`src/rtl/bcc_pkg.sv`:
```
// ----------------------------------------------------------------------------
// bcc_pkg: shared types and constants of the BCD clock and calendar
// Holds the operation codes, the packed calendar word that matches the
// stream data layout, and the reset values of the clock state.
// ----------------------------------------------------------------------------
package bcc_pkg;

  // Operation carried in the input tuser field.
  typedef enum logic [1:0] {
    OP_UPDATE     = 2'd0,
    OP_LOAD       = 2'd1,
    OP_RESET_DATE = 2'd2,
    OP_RESET_TIME = 2'd3
  } op_t;

  // Calendar word. The last member sits in the lowest bits, so the layout is
  // identical to the tdata packing of both stream channels (40 bits).
  typedef struct packed {
    logic [3:0] year_units;
    logic [3:0] year_tens;
    logic [3:0] month_units;
    logic       month_tens;
    logic [3:0] day_units;
    logic [1:0] day_tens;
    logic [3:0] minute_units;
    logic [2:0] minute_tens;
    logic [3:0] hour_units;
    logic [1:0] hour_tens;
    logic [7:0] seconds;
  } cal_word_t;

  localparam int unsigned DATA_W = $bits(cal_word_t);

  // Highest seconds value that does not advance the minute.
  localparam logic [7:0] SECONDS_MAX = 8'd59;

  // State after reset: 00:00 on 01/01/00 with the seconds count cleared.
  localparam cal_word_t CAL_RESET = '{
    year_units:   4'd0,
    year_tens:    4'd0,
    month_units:  4'd1,
    month_tens:   1'b0,
    day_units:    4'd1,
    day_tens:     2'd0,
    minute_units: 4'd0,
    minute_tens:  3'd0,
    hour_units:   4'd0,
    hour_tens:    2'd0,
    seconds:      8'd0
  };

endpackage

```
`src/rtl/bcc_advance.sv`:
```
// ----------------------------------------------------------------------------
// bcc_advance: one-minute advance of the BCD clock and calendar
// Ripples a carry from the minute units through hour, day, month and year.
// Every month has 31 days; year 99 wraps to 00. Out-of-range digits are
// compared against the same limits and wrap within their own width.
// ----------------------------------------------------------------------------
module bcc_advance (
  input  bcc_pkg::cal_word_t cur_i,
  output bcc_pkg::cal_word_t nxt_o
);

  // Working digits carry one extra bit so that an increment never wraps
  // before it is compared.
  logic [4:0] mu;
  logic [3:0] mt;
  logic [4:0] hu;
  logic [2:0] ht;
  logic [4:0] du;
  logic [2:0] dt;
  logic [4:0] nu;
  logic [1:0] nt;
  logic [4:0] yu;
  logic [4:0] yt;

  // Carry chain, minute units first.
  always_comb begin
    mu = {1'b0, cur_i.minute_units};
    mt = {1'b0, cur_i.minute_tens};
    hu = {1'b0, cur_i.hour_units};
    ht = {1'b0, cur_i.hour_tens};
    du = {1'b0, cur_i.day_units};
    dt = {1'b0, cur_i.day_tens};
    nu = {1'b0, cur_i.month_units};
    nt = {1'b0, cur_i.month_tens};
    yu = {1'b0, cur_i.year_units};
    yt = {1'b0, cur_i.year_tens};

    mu = mu + 5'd1;
    if (mu > 5'd9) begin
      mu = '0;
      mt = mt + 4'd1;
      if (mt > 4'd5) begin
        mt = '0;
        hu = hu + 5'd1;
        if (hu > 5'd9 && ht < 3'd2) begin
          hu = '0;
          ht = ht + 3'd1;
        end
        // Midnight: 23:59 rolls over to 00:00 and the day advances.
        if (hu > 5'd3 && ht == 3'd2) begin
          hu = '0;
          ht = '0;
          du = du + 5'd1;
          if (du > 5'd9 && dt < 3'd4) begin
            du = '0;
            dt = dt + 3'd1;
          end
          // End of month after day 31.
          if (du > 5'd1 && dt == 3'd3) begin
            du = 5'd1;
            dt = '0;
            nu = nu + 5'd1;
            if (nu > 5'd9 && nt < 2'd1) begin
              nu = '0;
              nt = nt + 2'd1;
            end
            // End of year after month 12.
            if (nu > 5'd2 && nt == 2'd1) begin
              nu = 5'd1;
              nt = '0;
              yu = yu + 5'd1;
              if (yu > 5'd9) begin
                yu = '0;
                yt = yt + 5'd1;
                if (yt > 5'd9) begin
                  yt = '0;
                end
              end
            end
          end
        end
      end
    end
  end

  // Truncate each digit back to its field width.
  always_comb begin
    nxt_o              = cur_i;
    nxt_o.minute_units = mu[3:0];
    nxt_o.minute_tens  = mt[2:0];
    nxt_o.hour_units   = hu[3:0];
    nxt_o.hour_tens    = ht[1:0];
    nxt_o.day_units    = du[3:0];
    nxt_o.day_tens     = dt[1:0];
    nxt_o.month_units  = nu[3:0];
    nxt_o.month_tens   = nt[0];
    nxt_o.year_units   = yu[3:0];
    nxt_o.year_tens    = yt[3:0];
  end

endmodule

```
`src/rtl/bcd_clock_calendar.sv`:
```
// ----------------------------------------------------------------------------
// bcd_clock_calendar: BCD clock and calendar with a streaming interface
// Pipeline: two register stages, the input register and then the state
// register; a transaction waits in the input register while a result stalls.
// Throughput: one transaction per cycle while no result stalls, set by the
// input register and the state register, which doubles as the result
// register. Reset (synchronous, active low) sets 00:00 on 01/01/00 with
// seconds 0 and empties both register stages.
// ----------------------------------------------------------------------------
module bcd_clock_calendar (
  input  logic                       clk,
  input  logic                       rst_n,
  // Input channel
  input  logic                       in_tvalid,
  output logic                       in_tready,
  // Fields from bit 0: seconds_value, hour_tens, hour_units, minute_tens,
  // minute_units, day_tens, day_units, month_tens, month_units, year_tens,
  // year_units.
  input  logic [bcc_pkg::DATA_W-1:0] in_tdata,
  // Fields from bit 0: operation.
  input  logic [1:0]                 in_tuser,
  // Result channel
  output logic                       out_tvalid,
  input  logic                       out_tready,
  // Fields from bit 0: out_seconds, out_hour_tens, out_hour_units,
  // out_minute_tens, out_minute_units, out_day_tens, out_day_units,
  // out_month_tens, out_month_units, out_year_tens, out_year_units.
  output logic [bcc_pkg::DATA_W-1:0] out_tdata
);

  logic               s1_valid_r;
  bcc_pkg::op_t       s1_op_r;
  bcc_pkg::cal_word_t s1_word_r;
  logic               s1_adv;

  bcc_pkg::cal_word_t state_r;
  bcc_pkg::cal_word_t state_nxt;
  bcc_pkg::cal_word_t adv_word;
  logic               out_valid_r;

  // Handshake: the input stage moves on whenever the result register is free
  // or is being emptied in the same cycle.
  assign s1_adv    = s1_valid_r && (!out_valid_r || out_tready);
  assign in_tready = !s1_valid_r || s1_adv;

  // Input register.
  always_ff @(posedge clk) begin
    if (!rst_n) begin
      s1_valid_r <= 1'b0;
    end else if (in_tready) begin
      s1_valid_r <= in_tvalid;
    end
  end

  always_ff @(posedge clk) begin
    if (in_tready && in_tvalid) begin
      s1_op_r   <= bcc_pkg::op_t'(in_tuser);
      s1_word_r <= bcc_pkg::cal_word_t'(in_tdata);
    end
  end

  // Minute advance of the current state.
  bcc_advance u_advance (
    .cur_i (state_r),
    .nxt_o (adv_word)
  );

  // Operation select.
  always_comb begin
    state_nxt = state_r;
    unique case (s1_op_r)
      bcc_pkg::OP_UPDATE: begin
        if (s1_word_r.seconds > bcc_pkg::SECONDS_MAX) begin
          state_nxt         = adv_word;
          state_nxt.seconds = '0;
        end else begin
          state_nxt.seconds = s1_word_r.seconds;
        end
      end
      bcc_pkg::OP_LOAD: begin
        state_nxt         = s1_word_r;
        state_nxt.seconds = state_r.seconds;
      end
      bcc_pkg::OP_RESET_DATE: begin
        state_nxt.day_tens    = bcc_pkg::CAL_RESET.day_tens;
        state_nxt.day_units   = bcc_pkg::CAL_RESET.day_units;
        state_nxt.month_tens  = bcc_pkg::CAL_RESET.month_tens;
        state_nxt.month_units = bcc_pkg::CAL_RESET.month_units;
        state_nxt.year_tens   = bcc_pkg::CAL_RESET.year_tens;
        state_nxt.year_units  = bcc_pkg::CAL_RESET.year_units;
      end
      bcc_pkg::OP_RESET_TIME: begin
        state_nxt.hour_tens    = bcc_pkg::CAL_RESET.hour_tens;
        state_nxt.hour_units   = bcc_pkg::CAL_RESET.hour_units;
        state_nxt.minute_tens  = bcc_pkg::CAL_RESET.minute_tens;
        state_nxt.minute_units = bcc_pkg::CAL_RESET.minute_units;
      end
      default: begin
        state_nxt = state_r;
      end
    endcase
  end

  // Clock state, which is also the result register.
  always_ff @(posedge clk) begin
    if (!rst_n) begin
      state_r <= bcc_pkg::CAL_RESET;
    end else if (s1_adv) begin
      state_r <= state_nxt;
    end
  end

  always_ff @(posedge clk) begin
    if (!rst_n) begin
      out_valid_r <= 1'b0;
    end else if (s1_adv) begin
      out_valid_r <= 1'b1;
    end else if (out_tready) begin
      out_valid_r <= 1'b0;
    end
  end

  assign out_tvalid = out_valid_r;
  assign out_tdata  = state_r;

endmodule

```
`config.mk`:
```
export PLATFORM = sky130hd
export DESIGN_NAME = bcd_clock_calendar
export DESIGN_NICKNAME = d
export VERILOG_FILES = /design/src/rtl/bcc_pkg.sv /design/src/rtl/bcc_advance.sv /design/src/rtl/bcd_clock_calendar.sv
export SDC_FILE = /design/constraint.sdc
export NUM_CORES = 1
export LEC_CHECK = 0
export BUFFER_PORTS_ARGS = -buffer_cell sky130_fd_sc_hd__buf_2
export CAP_MARGIN = 15
export CORE_MARGIN = 1.5
export CORE_UTILIZATION = 55
export CTS_CLUSTER_DIAMETER = 100
export DETAILED_ROUTE_END_ITERATION = 8
export GPL_ROUTABILITY_DRIVEN = 0
export PLACE_DENSITY = 0.91
export SLEW_MARGIN = 15
export SYNTH_ARGS = -nofsm -noshare
export SYNTH_HDL_FRONTEND = slang
export SYNTH_SLANG_ARGS = --single-unit
```
`constraint.sdc`:
```
create_clock -name clk -period 3.05 [get_ports clk]
set_input_delay 0.305 -clock clk [delete_from_list [all_inputs] [get_ports clk]]
set_output_delay 0.305 -clock clk [all_outputs]
set_load 0.02 [all_outputs]
```
**Word-level counts from Yosys, hierarchy flattened**

Index checks and enable logic that the tools add are counted.

- Register bits: 84
- Bits in latches: 0
- Bits in writable memories: 0
- Bits in read-only memories: 0
- Input port bits: 46
- Word-level logic and storage cells: 154
- Memories kept: 0

- Add/sub/neg operators: 10
- Multiply operators: 0
- Div/mod/pow operators: 0
- Magnitude comparators: 13
- Equal/unequal tests: 13
- Shift operators: 0
- Mux-type cells: 70
- Bitwise logic cells: 0
- Reduce and logical (&&, ||, !) cells: 23

Operators with widths:

| operator | count |
|---|---|
| 2-to-1 mux 4 bit | 26 |
| 2-to-1 mux 5 bit | 12 |
| one-hot mux 19 bit (3 select lines) | 1 |
| one-hot mux 13 bit (3 select lines) | 1 |
| 2-to-1 mux 32 bit | 1 |
| adder 4 x 1 -> 5 bit (second input constant) | 6 |
| greater-than comparator 5 x 4 -> 1 bit (second input constant) | 6 |
| 2-to-1 mux 3 bit | 9 |
| 2-to-1 mux 2 bit | 12 |
| inequality test 2 x 1 -> 1 bit (second input constant) | 6 |
| greater-than comparator 5 x 2 -> 1 bit (second input constant) | 2 |
| AND reduction 9 bit | 1 |
| greater-than comparator 8 x 6 -> 1 bit (second input constant) | 1 |
| 2-to-1 mux 8 bit | 1 |
| AND reduction 8 bit | 1 |
| logical AND 1 bit | 7 |
| 2-to-1 mux 1 bit | 7 |
| AND reduction 7 bit | 1 |
| adder 2 x 1 -> 3 bit (second input constant) | 2 |
| == test 3 x 2 -> 1 bit (second input constant) | 2 |
| AND reduction 6 bit | 1 |
| nonzero test 3 bit | 2 |
| greater-than comparator 5 x 1 -> 1 bit (second input constant) | 1 |
| AND reduction 5 bit | 1 |
| other kinds (15) | 19 |

**Longest topological paths before layout**

Gate-level depths: netlist (run 1).

- Word-level depth: 26
- Mapped depth: 11

**Cells and area by module**

A second synthesis (run 1) with hierarchy kept.

- Cells, all modules: 535
- Area total of the unflattened synthesis: 4938.5 µm²

Modules (own cells, without submodules):

| module | times used | cells each | area each (µm²) | sequential area each (µm²) |
|---|---|---|---|---|
| bcd_clock_calendar | 1 | 308 | 3478.3 | 2102.0 |
| bcc_advance | 1 | 227 | 1460.2 | 0.0 |

**Least setup slack after synthesis (run 1)**

Ideal clock, no wire load.

- Path type: flip-flop to flip-flop
- Start point: register s1_op_r[0]
- End point: register state_r, in the netlist out_tdata[34]
- Setup time: 92 ps
- Arrival time: 2589 ps
- Path slack: 368 ps
- Cell stages (with the launch flop): 11
- Buffers on the path: 2
- Period minus slack after synthesis: 2682 ps
- Path through: edfxtp_1 inv_1 ha_1 buf_6 nor3b_4 and2_4 or4_4 or3b_1 buf_6 a211o_4 o32ai_1

- Cells in the longest elaborated chain, start to end: 3
- Elaborated cells on any way between the ends: 13
- Classes of those cells: 9 x eq/ne; 1 x mux; 3 x reduce/logical

RTL lines:

| item | RTL line | text |
|---|---|---|
| start, declared | bcd_clock_calendar.sv:32 | `bcc_pkg::op_t s1_op_r;` |
| start signal, assigned | bcd_clock_calendar.sv:57 | `s1_op_r <= bcc_pkg::op_t'(in_tuser);` |
| == test 2 x 1 -> 1 bit, or another cell as far along | bcd_clock_calendar.sv:71 | `unique case (s1_op_r)` |
| nonzero test 3 bit (no line), or another cell as far along | - |  |
| AND reduction 9 bit (no line) | - |  |
| end signal, assigned | bcd_clock_calendar.sv:107 | `state_r <= bcc_pkg::CAL_RESET;` |
| end signal, assigned | bcd_clock_calendar.sv:109 | `state_r <= state_nxt;` |
| end, declared | bcd_clock_calendar.sv:36 | `bcc_pkg::cal_word_t state_r;` |

Several ways; a longest one is shown, not always the timed one.
A chain may end at the register's enable or synchronous reset.

**Final worst setup path (run 1)**

Same ends and word-level chain as after synthesis.

==> results of run 1 <==
-- worst reg2reg max path, delay by kind of cell, from the launching register on --
family / cells / cell delay (ps)
simple gates: 2 / 950
compound gates: 3 / 690
buf+inv: 3 / 410
flops: 1 / 390
fa+ha+maj: 1 / 220
-- synthesized netlist by cell type, types with 5 or more instances --
cell type	instances	share of area, %
sky130_fd_sc_hd__dfxtp_1	42	19
sky130_fd_sc_hd__edfxtp_1	42	29
sky130_fd_sc_hd__nand2_1	39	3.3
sky130_fd_sc_hd__o21ai_0	31	3.5
sky130_fd_sc_hd__inv_1	30	2.6
sky130_fd_sc_hd__nor2_1	29	2.5
sky130_fd_sc_hd__a21oi_1	26	3.0
sky130_fd_sc_hd__ha_1	20	5.7
sky130_fd_sc_hd__clkbuf_1	16	1.4
sky130_fd_sc_hd__a31oi_1	10	1.4
sky130_fd_sc_hd__and3_1	10	1.4
sky130_fd_sc_hd__mux2i_1	10	2.3
sky130_fd_sc_hd__a211oi_1	9	1.5
sky130_fd_sc_hd__a22oi_1	9	1.5
sky130_fd_sc_hd__nand3_1	8	0.92
sky130_fd_sc_hd__nor2b_1	8	1.1
sky130_fd_sc_hd__nand2b_1	7	1.0
sky130_fd_sc_hd__a32oi_1	6	1.2
sky130_fd_sc_hd__o21a_1	5	0.86
sky130_fd_sc_hd__xor2_1	5	1.0
-- metal layers --
metal | GRT usage, % | part of all wire, %
met4 | 10.38 | 2.1
met1 | 31.93 | 42
met5 | 0 | 0
met2 | 41.11 | 48
met3 | 5.804 | 7.5
-- cell type report --
cell class,instances,share of cell area (%)
well taps,102,2.507
clock inverters,7,1.229
clock buffers,9,2.433
multi-input cells,306,40.67
repair buffers,94,9.585
inverters,31,2.286
flip-flops and latches,84,41.29
-- sequential cells by signal, indices dropped and copies added, names as in the netlist --
signal / count
s1_word_r: 40
s1_op_r: 2
s1_valid_r: 1
out_tvalid: 1
out_tdata: 40
-- kinds of logic (layout without fill, tap and decap cells) --
logic type	after synthesis	count (layout)	synth area share, %
compound gates	137	137	21.76
xor+xnor	6	6	1.201
fa+ha+maj	20	20	5.719
buf+inv	50	141	4.661
flops	84	84	48.04
mux	14	14	3.317
simple gates	129	129	15.30
-- worst paths after layout --
path / from / to / cells after the start
min: in_tdata[1] / s1_word_r[1] / 1
max reg2reg: s1_op_r[0] / out_tdata[34] / 9
max: s1_op_r[0] / out_tdata[34] / 9
min reg2reg: out_tdata[7] / out_tdata[7] / 1
-- power breakdown --
part | internal (mW) | switching (mW)
clock | 0.317 | 0.463
combinational | 0.113 | 0.177
sequential | 1.24 | 0.0379
==> qor.txt, run 1 <==
RUN STATUS
---------------------------------------------------------------------------------------
Result of the run                                                             completed

STA
---------------------------------------------------------------------------------------
Transition at the pin with the smallest max-transition slack                   976.4 ps
Final clock period utilization by the worst path                                 90.67%
Final Hold Slack                                                               91.38 ps
Total negative slack for setup checks                                              0 ps
FMAX                                                                          361.6 MHz
Maximum clock skew at final layout                                             8.587 ps
Minimum clock period after layout                                               2765 ps
Normalized max-slew margin                                                       34.91%
Final hold violations                                                                 0
Max Slew Vio Count                                                                    0
Final setup margin                                                             284.7 ps
Setup repair after global routing missed its margin                               false
Finish-stage setup viols                                                              0

CLOCK NETWORK
---------------------------------------------------------------------------------------
Max Root-Sink Buffers                                                                 2
Cell at the root of the clock tree                                         sky130_fd_sc_hd__clkbuf_8
Clock Sink Count                                                                     84
Clock Pin Slew Worst Setup and Hold Paths                                         90 ps
Total CTS buffers                                                                     9
Clock tree from TritonCTS                                                          done
Post CTS Setup Buffer Count                                                           0
Post-cts repair resize count                                                          0
Quantity of hold-fixing buffers added after cts                                       0
Level count of the clock H-tree                                                       3
Clock Latency Late Sink                                                          380 ps

WORST SETUP PATH
---------------------------------------------------------------------------------------
Biggest cell delay along the critical path                                       520 ps
Required time reported for the critical path endpoint                           3330 ps
Library cell appearing most often on the critical path                     sky130_fd_sc_hd__inv_1
Startpoint kind of the worst setup timing path                                 register
Largest fanout on the critical path                                                   9
Critical path capture point type                                               register
Kind of cell adding the most delay to the critical path                    simple AND/OR/NAND/NOR gates
Cell with the biggest individual delay on the critical path                sky130_fd_sc_hd__or3b_1
Worst Path Class, Setup                                                         reg2reg
Arrival time at the worst endpoint                                              3050 ps
Number of buffers and inverters on the critical path                                  3
CP Cell Sequence                                                           inv_1 -> ha_1 -> buf_4 -> inv_1 -> a21oi_1 -> or4_4 -> or3b_1 -> a211o_4 -> o32ai_1
Register-to-Register Setup Slack                                                 280 ps

PLACEMENT
---------------------------------------------------------------------------------------
DP HPWL                                                                         7206 um
Port bufs                                                                            87
Area of placed instances                                                     4905 sq um
Minimum setup slack after placement                                            335.0 ps
Placed cells                                                                        617

GLOBAL ROUTING
---------------------------------------------------------------------------------------
First-pass GRT wire length                                                     16810 um
Number of antenna violations at the first check in global routing                     0
Maximum number of pins on one net before global-route repair                         43
Vias in the first global route                                                     3599
Overall global routing resource usage                                            25.11%
Global route overflow                                                                 0

FLOORPLANNING
---------------------------------------------------------------------------------------
Die Y                                                                          92.19 um
Number of cell rows                                                                  32
Horizontal die dimension                                                       92.19 um
Floorplan core area                                                          7727 sq um
Starting density of the core                                                     56.62%
Top Ports                                                                            88
DIE AREA                                                                     8499 sq um

FINISH
---------------------------------------------------------------------------------------
Total Nets Final                                                                    592
Sequential cell area                                                         2102 sq um
Leading cell types in the layout, fill and taps excluded                   87 x sky130_fd_sc_hd__buf_2, 42 x sky130_fd_sc_hd__dfxtp_1, 42 x sky130_fd_sc_hd__edfxtp_1
Fraction of layout instances using a drive strength above 1                      24.29%
Most common cell after layout, fill and taps aside                         sky130_fd_sc_hd__buf_2
Number of antenna cells inserted                                                      0
Cell area after layout                                                       5091 sq um
Final Non-Filler Cells                                                              633
Core occupancy in the finished layout                                            65.88%
Multi-input combinational cell area                                          2071 sq um
Layout overhead on the synthesized area                                          16.36%
Layout fillers                                                                      598

SYNTH
---------------------------------------------------------------------------------------
Netlist area before placement                                                4375 sq um
Post-synth cell types                                                                69
Total number of yosys warnings                                                        0
Number of flops mapped to enable cells by yosys                                      42
Primary flip-flop cell chosen by synthesis mapping                         sky130_fd_sc_hd__edfxtp_1
Number of instances in the synthesized netlist                                      440
Mean cell area of the mapped netlist                                        9.944 sq um
Register bit count reported by yosys                                                 84
Register area share after synthesis                                              48.04%
Share of async-settable or async-resettable flops after synthesis                    0%
Synth Net Count                                                                     506

ROUTING
---------------------------------------------------------------------------------------
DRC                                                                                   0
Iteration count of the initial detailed-routing pass                                  5
Detailed-route vias per instance                                                  5.991
Final wirelength                                                               10250 um
Routed length per placed instance                                              16.19 um
Number of violations reported at the end of detailed-routing iteration 0            268
Via count                                                                          3792
Antenna Violating Nets Remaining                                                      0

PWR
---------------------------------------------------------------------------------------
Pwr Density                                                                460.8 nW/um^2
Peak supply drop                                                            0.0003332 V
Lkg Pwr                                                                        2.134 nW
Overall power after layout                                                     2.346 mW

WORST HOLD PATH
---------------------------------------------------------------------------------------
Path type of the worst min-delay path                                            in2reg

JOB
---------------------------------------------------------------------------------------
Maximum Capacitance Violations                                                        0

Power figures use the tool's default switching activity.
==> run 2, diff against run 1 <==
--- a/config.mk
+++ b/config.mk
@@ -5,10 +5,12 @@
 export SDC_FILE = /design/constraint.sdc
 export NUM_CORES = 1
 export LEC_CHECK = 0
+export ABC_CLOCK_PERIOD_IN_PS = 3050
 export BUFFER_PORTS_ARGS = -buffer_cell sky130_fd_sc_hd__buf_2
 export CAP_MARGIN = 15
 export CORE_MARGIN = 1.5
 export CORE_UTILIZATION = 55
+export CTS_BUF_LIST = sky130_fd_sc_hd__clkbuf_4
 export CTS_CLUSTER_DIAMETER = 100
 export DETAILED_ROUTE_END_ITERATION = 8
 export GPL_ROUTABILITY_DRIVEN = 0
==> qor.txt, run 2 (synthesis gave the netlist of run 1 again) <==
CLOCK NETWORK
---------------------------------------------------------------------------------------
Clock Pin Slew Worst Setup and Hold Paths                                        150 ps
Total CTS buffers                                                                     9
Clock Latency Late Sink                                                          440 ps
Clock tree from TritonCTS                                                          done
Quantity of hold-fixing buffers added after cts                                       0
Max Root-Sink Buffers                                                                 2
Post CTS Setup Buffer Count                                                           0
Cell at the root of the clock tree                                         sky130_fd_sc_hd__clkbuf_4
Level count of the clock H-tree                                                       3
Post-cts repair resize count                                                          0
Clock Sink Count                                                                     84

FINISH
---------------------------------------------------------------------------------------
Layout overhead on the synthesized area                                          20.79%
Fraction of layout instances using a drive strength above 1                      23.20%
Cell area after layout                                                       5285 sq um
Number of antenna cells inserted                                                      0
Multi-input combinational cell area                                          2071 sq um
Total Nets Final                                                                    617
Sequential cell area                                                         2102 sq um
Most common cell after layout, fill and taps aside                         sky130_fd_sc_hd__buf_2
Layout fillers                                                                      572
Leading cell types in the layout, fill and taps excluded                   87 x sky130_fd_sc_hd__buf_2, 42 x sky130_fd_sc_hd__dfxtp_1, 42 x sky130_fd_sc_hd__edfxtp_1

GLOBAL ROUTING
---------------------------------------------------------------------------------------
Overall global routing resource usage                                            24.72%
Maximum number of pins on one net before global-route repair                         43
First-pass GRT wire length                                                     16720 um
Vias in the first global route                                                     3549
Number of antenna violations at the first check in global routing                     0
Global route overflow                                                                 0

STA
---------------------------------------------------------------------------------------
Total negative slack for setup checks                                              0 ps
Finish-stage setup viols                                                              0
Final clock period utilization by the worst path                                 92.37%
Maximum clock skew at final layout                                             12.35 ps
Final setup margin                                                             232.7 ps
Setup repair after global routing missed its margin                               false
Minimum clock period after layout                                               2817 ps
Max Slew Vio Count                                                                    0
Transition at the pin with the smallest max-transition slack                   963.3 ps
FMAX                                                                          355.0 MHz
Normalized max-slew margin                                                       35.78%
Final hold violations                                                                 0

ROUTING
---------------------------------------------------------------------------------------
Detailed route wirelength on metal3                                              745 um
Iteration count of the initial detailed-routing pass                                  6
Via count                                                                          3889
Antenna Violating Nets Remaining                                                      0
Detailed-route vias per instance                                                  5.910
Routed length per placed instance                                              15.87 um
Metal2 WL                                                                       5208 um
Number of violations reported at the end of detailed-routing iteration 0            328
Final wirelength                                                               10440 um
M1 WL                                                                           4340 um
DRC                                                                                   0
Max layer used                                                                     met4

FLOORPLANNING
---------------------------------------------------------------------------------------
Number of cell rows                                                                  32
Starting density of the core                                                     56.62%
Top Ports                                                                            88
DIE AREA                                                                     8499 sq um
Die Y                                                                          92.19 um
Floorplan core area                                                          7727 sq um
Horizontal die dimension                                                       92.19 um

PWR
---------------------------------------------------------------------------------------
Overall power after layout                                                     2.212 mW
Part of the total power dissipated in sequential elements                         57.7%
Share of power burned in the clock network                                        28.1%
Internal cell power                                                            1.562 mW
Lkg Pwr                                                                        2.215 nW
Combinational share of power                                                      14.2%
Sw power                                                                       650.1 uW
Pwr Density                                                                418.5 nW/um^2
Switch share                                                                     29.39%
Peak supply drop                                                            0.0003219 V

WORST HOLD PATH
---------------------------------------------------------------------------------------
Path type of the worst min-delay path                                            in2reg
Worst Min Path Start                                                       in_tdata[31]

WORST SETUP PATH
---------------------------------------------------------------------------------------
Largest fanout on the critical path                                                   9
Critical path capture point type                                               register
R2R Path Start                                                               s1_op_r[0]
Number of buffers and inverters on the critical path                                  3
Required time reported for the critical path endpoint                           3400 ps
Setup crit start                                                             s1_op_r[0]
CP Cell Sequence                                                           inv_1 -> ha_1 -> buf_4 -> inv_1 -> a21oi_1 -> or4_4 -> or3b_1 -> a211o_4 -> o32ai_1
Cell with the biggest individual delay on the critical path                sky130_fd_sc_hd__or3b_1
Startpoint kind of the worst setup timing path                                 register
Biggest cell delay along the critical path                                       520 ps
Arrival time at the worst endpoint                                              3170 ps
Worst Path Class, Setup                                                         reg2reg
Library cell appearing most often on the critical path                     sky130_fd_sc_hd__inv_1
Kind of cell adding the most delay to the critical path                    simple AND/OR/NAND/NOR gates

PLACEMENT
---------------------------------------------------------------------------------------
Area of placed instances                                                     4905 sq um
DP HPWL                                                                         7206 um
Minimum setup slack after placement                                            335.0 ps
Port bufs                                                                            87

RUN STATUS
---------------------------------------------------------------------------------------
Result of the run                                                             completed

JOB
---------------------------------------------------------------------------------------
Maximum Capacitance Violations                                                        0

run 2: worst paths after layout:
| check | to | cells past startpoint | slack (ps) |
|---|---|---|---|
| setup / recovery | out_tdata[34] | 9 | 230 |
| hold / removal | s1_word_r[31] | 1 | 30 |
| setup reg to reg | out_tdata[34] | 9 | 230 |
| hold reg to reg | out_tdata[7] | 1 | 490 |
run 2: layout make-up:
| class | instances | share of cell area (%) |
|---|---|---|
| timing repair buffer | 119 | 13.97 |
| inverter | 31 | 2.202 |
| clock inverter | 7 | 1.184 |
| tap | 102 | 2.415 |
| sequential | 84 | 39.77 |
| clock buffer | 9 | 1.278 |
| multi-input combinational | 306 | 39.18 |
run 2: power groups by stage:
stage	sequential, mW	clock (mW)	combinational (mW)
finish	1.28	0.622	0.315
global route	1.28	0.686	0.344
CTS	1.27	0.638	0.285
detailed placement	1.30	0	0.284
global placement	1.30	0	0.271
floorplan	1.31	0	0.176
run 2: routing by layer:
layer | up-vias | GRT usage (%)
met5 | - | 0
met4 | 0 | 5.769
met3 | 16 | 6.716
met2 | 167 | 41.05
met1 | 1848 | 32.16
li1 | 1858 | -
run 2: stage by stage:
step / hold WS (ps) / cells / utilization, %
2_1_floorplan: 403.9 / 440 / -
5_1_grt: 1.306 / 658 / 68.39
6_report: 27.15 / 658 / 68.39
3_3_place_gp: 469.1 / 617 / 63.47
3_5_place_dp: 465.6 / 617 / 63.47
4_1_cts: 1.187 / 633 / 65.16
==> run 3, diff against run 2 <==
--- a/config.mk
+++ b/config.mk
@@ -5,16 +5,18 @@
 export SDC_FILE = /design/constraint.sdc
 export NUM_CORES = 1
 export LEC_CHECK = 0
-export ABC_CLOCK_PERIOD_IN_PS = 3050
+export ABC_CLOCK_PERIOD_IN_PS = 3600
 export BUFFER_PORTS_ARGS = -buffer_cell sky130_fd_sc_hd__buf_2
 export CAP_MARGIN = 15
+export CELL_PAD_IN_SITES_DETAIL_PLACEMENT = 1
+export CELL_PAD_IN_SITES_GLOBAL_PLACEMENT = 1
 export CORE_MARGIN = 1.5
-export CORE_UTILIZATION = 55
+export CORE_UTILIZATION = 47
 export CTS_BUF_LIST = sky130_fd_sc_hd__clkbuf_4
 export CTS_CLUSTER_DIAMETER = 100
 export DETAILED_ROUTE_END_ITERATION = 8
 export GPL_ROUTABILITY_DRIVEN = 0
-export PLACE_DENSITY = 0.91
+export PLACE_DENSITY = 0.95
 export SLEW_MARGIN = 15
 export SYNTH_ARGS = -nofsm -noshare
 export SYNTH_HDL_FRONTEND = slang
==> constraint.sdc (replaced) <==
create_clock -name clk -period 3.6 [get_ports clk]
set_input_delay 0.36 -clock clk [delete_from_list [all_inputs] [get_ports clk]]
set_output_delay 0.36 -clock clk [all_outputs]
set_load 0.02 [all_outputs]
==> qor.txt, run 3 (synthesis gave the netlist of run 1 again) <==
RUN STATUS
---------------------------------------------------------------------------------------
Result of the run                                                             completed

CLOCK NETWORK
---------------------------------------------------------------------------------------
Cell at the root of the clock tree                                         sky130_fd_sc_hd__clkbuf_4
Post-cts repair resize count                                                          0
Clock Sink Count                                                                     84
Quantity of hold-fixing buffers added after cts                                       0
Post CTS Setup Buffer Count                                                           0
Clock Latency Late Sink                                                          480 ps
Clock tree from TritonCTS                                                          done
Clock Pin Slew Worst Setup and Hold Paths                                        150 ps
Max Root-Sink Buffers                                                                 2
Total CTS buffers                                                                     9
Level count of the clock H-tree                                                       3

ROUTING
---------------------------------------------------------------------------------------
Via count                                                                          3775
Antenna Violating Nets Remaining                                                      0
Detailed-route vias per instance                                                  5.898
Routed length per placed instance                                              18.44 um
Iteration count of the initial detailed-routing pass                                  4
Final wirelength                                                               11800 um
Number of violations reported at the end of detailed-routing iteration 0             99
DRC                                                                                   0

PWR
---------------------------------------------------------------------------------------
Lkg Pwr                                                                        2.093 nW
Combinational share of power                                                      13.7%
Internal cell power                                                            1.293 mW
Part of the total power dissipated in sequential elements                         59.4%
Switch share                                                                     29.14%
Pwr Density                                                                364.1 nW/um^2
Peak supply drop                                                            0.0002307 V
Overall power after layout                                                     1.825 mW
Sw power                                                                       531.8 uW
Share of power burned in the clock network                                        27.0%

STA
---------------------------------------------------------------------------------------
FMAX                                                                          325.6 MHz
Transition at the pin with the smallest max-transition slack                   962.4 ps
Finish-stage setup viols                                                              0
Final hold violations                                                                 0
Maximum clock skew at final layout                                             29.84 ps
Normalized max-slew margin                                                       35.84%
Setup repair after global routing missed its margin                               false
Max Slew Vio Count                                                                    0
Final clock period utilization by the worst path                                 85.31%
Final setup margin                                                             528.9 ps
Minimum clock period after layout                                               3071 ps
Final Hold Slack                                                               42.91 ps
Total negative slack for setup checks                                              0 ps

FLOORPLANNING
---------------------------------------------------------------------------------------
Die Y                                                                          99.49 um
Number of cell rows                                                                  35
Horizontal die dimension                                                       99.49 um
Starting density of the core                                                     47.81%
Floorplan core area                                                          9153 sq um
Top Ports                                                                            88
DIE AREA                                                                     9897 sq um

JOB
---------------------------------------------------------------------------------------
Maximum Capacitance Violations                                                        0

PLACEMENT
---------------------------------------------------------------------------------------
Port bufs                                                                            87
DP HPWL                                                                         8700 um
Minimum setup slack after placement                                            579.8 ps

FINISH
---------------------------------------------------------------------------------------
Fraction of layout instances using a drive strength above 1                      23.82%
Most common cell after layout, fill and taps aside                         sky130_fd_sc_hd__buf_2
Layout overhead on the synthesized area                                          14.56%
Leading cell types in the layout, fill and taps excluded                   87 x sky130_fd_sc_hd__buf_2, 42 x sky130_fd_sc_hd__dfxtp_1, 42 x sky130_fd_sc_hd__edfxtp_1
Total Nets Final                                                                    590
Layout fillers                                                                     1051
Number of antenna cells inserted                                                      0

GLOBAL ROUTING
---------------------------------------------------------------------------------------
Number of antenna violations at the first check in global routing                     0
Vias in the first global route                                                     4018
Global route overflow                                                                 0
Overall global routing resource usage                                            25.05%
Maximum number of pins on one net before global-route repair                         43
First-pass GRT wire length                                                     19400 um

WORST SETUP PATH
---------------------------------------------------------------------------------------
Required time reported for the critical path endpoint                           4000 ps
Worst Path Class, Setup                                                         reg2reg
Cell with the biggest individual delay on the critical path                sky130_fd_sc_hd__a2111oi_4
Critical path capture point type                                               register
Largest fanout on the critical path                                                  11
Biggest cell delay along the critical path                                       540 ps
Arrival time at the worst endpoint                                              3470 ps
CP Cell Sequence                                                           inv_1 -> ha_1 -> nor3b_4 -> a2111oi_4 -> or3b_1 -> nor2_1 -> buf_4 -> mux2_2 -> a31oi_1
Startpoint kind of the worst setup timing path                                 register

WORST HOLD PATH
---------------------------------------------------------------------------------------
Path type of the worst min-delay path                                            in2reg

[run 3: cell types whose count changed in the layout (fill, tap and decap cells not counted), sizes merged]
| cell | previous run | this run |
|---|---|---|
| clkinv | 2 | 5 |
| inv | 36 | 32 |
| buf | 94 | 92 |
| dlygate4sd3 | 25 | 0 |
| clkbuf | 9 | 10 |
[run 3: final cells by class]
type,instances,area (sq um),area share [%]
Clock buffer,10,75.07,1.498
Sequential cell,84,2102,41.94
Timing Repair Buffer,92,473.0,9.436
Clock inverter,6,36.28,0.7239
Multi-Input combinational cell,306,2071,41.31
Tap cell,111,138.9,2.771
Inverter,31,116.4,2.322
[run 3: critical path: cells and delay by family (launching register included)]
kind / cells / cell delay (ps)
AND/OR/NAND/NOR: 3 / 910
AO/OA/AOI/OAI: 2 / 700
flip-flops: 1 / 420
multiplexers: 1 / 350
adder cells (fa/ha/maj): 1 / 340
buffers and inverters: 2 / 280
[run 3: final timing paths]
| check | endpoint | startpoint | depth (start not counted) | slack, ps |
|---|---|---|---|---|
| max | out_tdata[8] | s1_op_r[0] | 9 | 530 |
| min | s1_word_r[33] | in_tdata[33] | 1 | 40 |
| max reg2reg | out_tdata[8] | s1_op_r[0] | 9 | 530 |
| min reg2reg | out_tdata[7] | out_tdata[7] | 1 | 490 |
[run 3: power groups by stage]
| stage | clock network [mW] | logic [mW] | registers, mW |
|---|---|---|---|
| 2_1_floorplan | 0 | 0.149 | 1.11 |
| 3_3_place_gp | 0 | 0.232 | 1.10 |
| 3_5_place_dp | 0 | 0.247 | 1.10 |
| 4_1_cts | 0.508 | 0.249 | 1.08 |
| 5_1_grt | 0.534 | 0.276 | 1.09 |
| 6_report | 0.492 | 0.250 | 1.08 |
[run 3: per-layer routing]
metal	vias to the layer above	routed length, um	GRT usage (%)
met4	0	253	11.05
met5	-	0	0
met3	21	531	5.130
li1	1800	-	-
met2	108	6036	44.63
met1	1846	4982	29.10
[run 3: metrics by stage]
stage | util (%) | cells | instance area [sq um]
finish | 54.76 | 640 | 5012
global route | 54.76 | 640 | 5012
detailed placement | 53.55 | 624 | 4901
CTS | 54.76 | 640 | 5012
global placement | 53.55 | 624 | 4901
floorplan | - | 440 | 4375
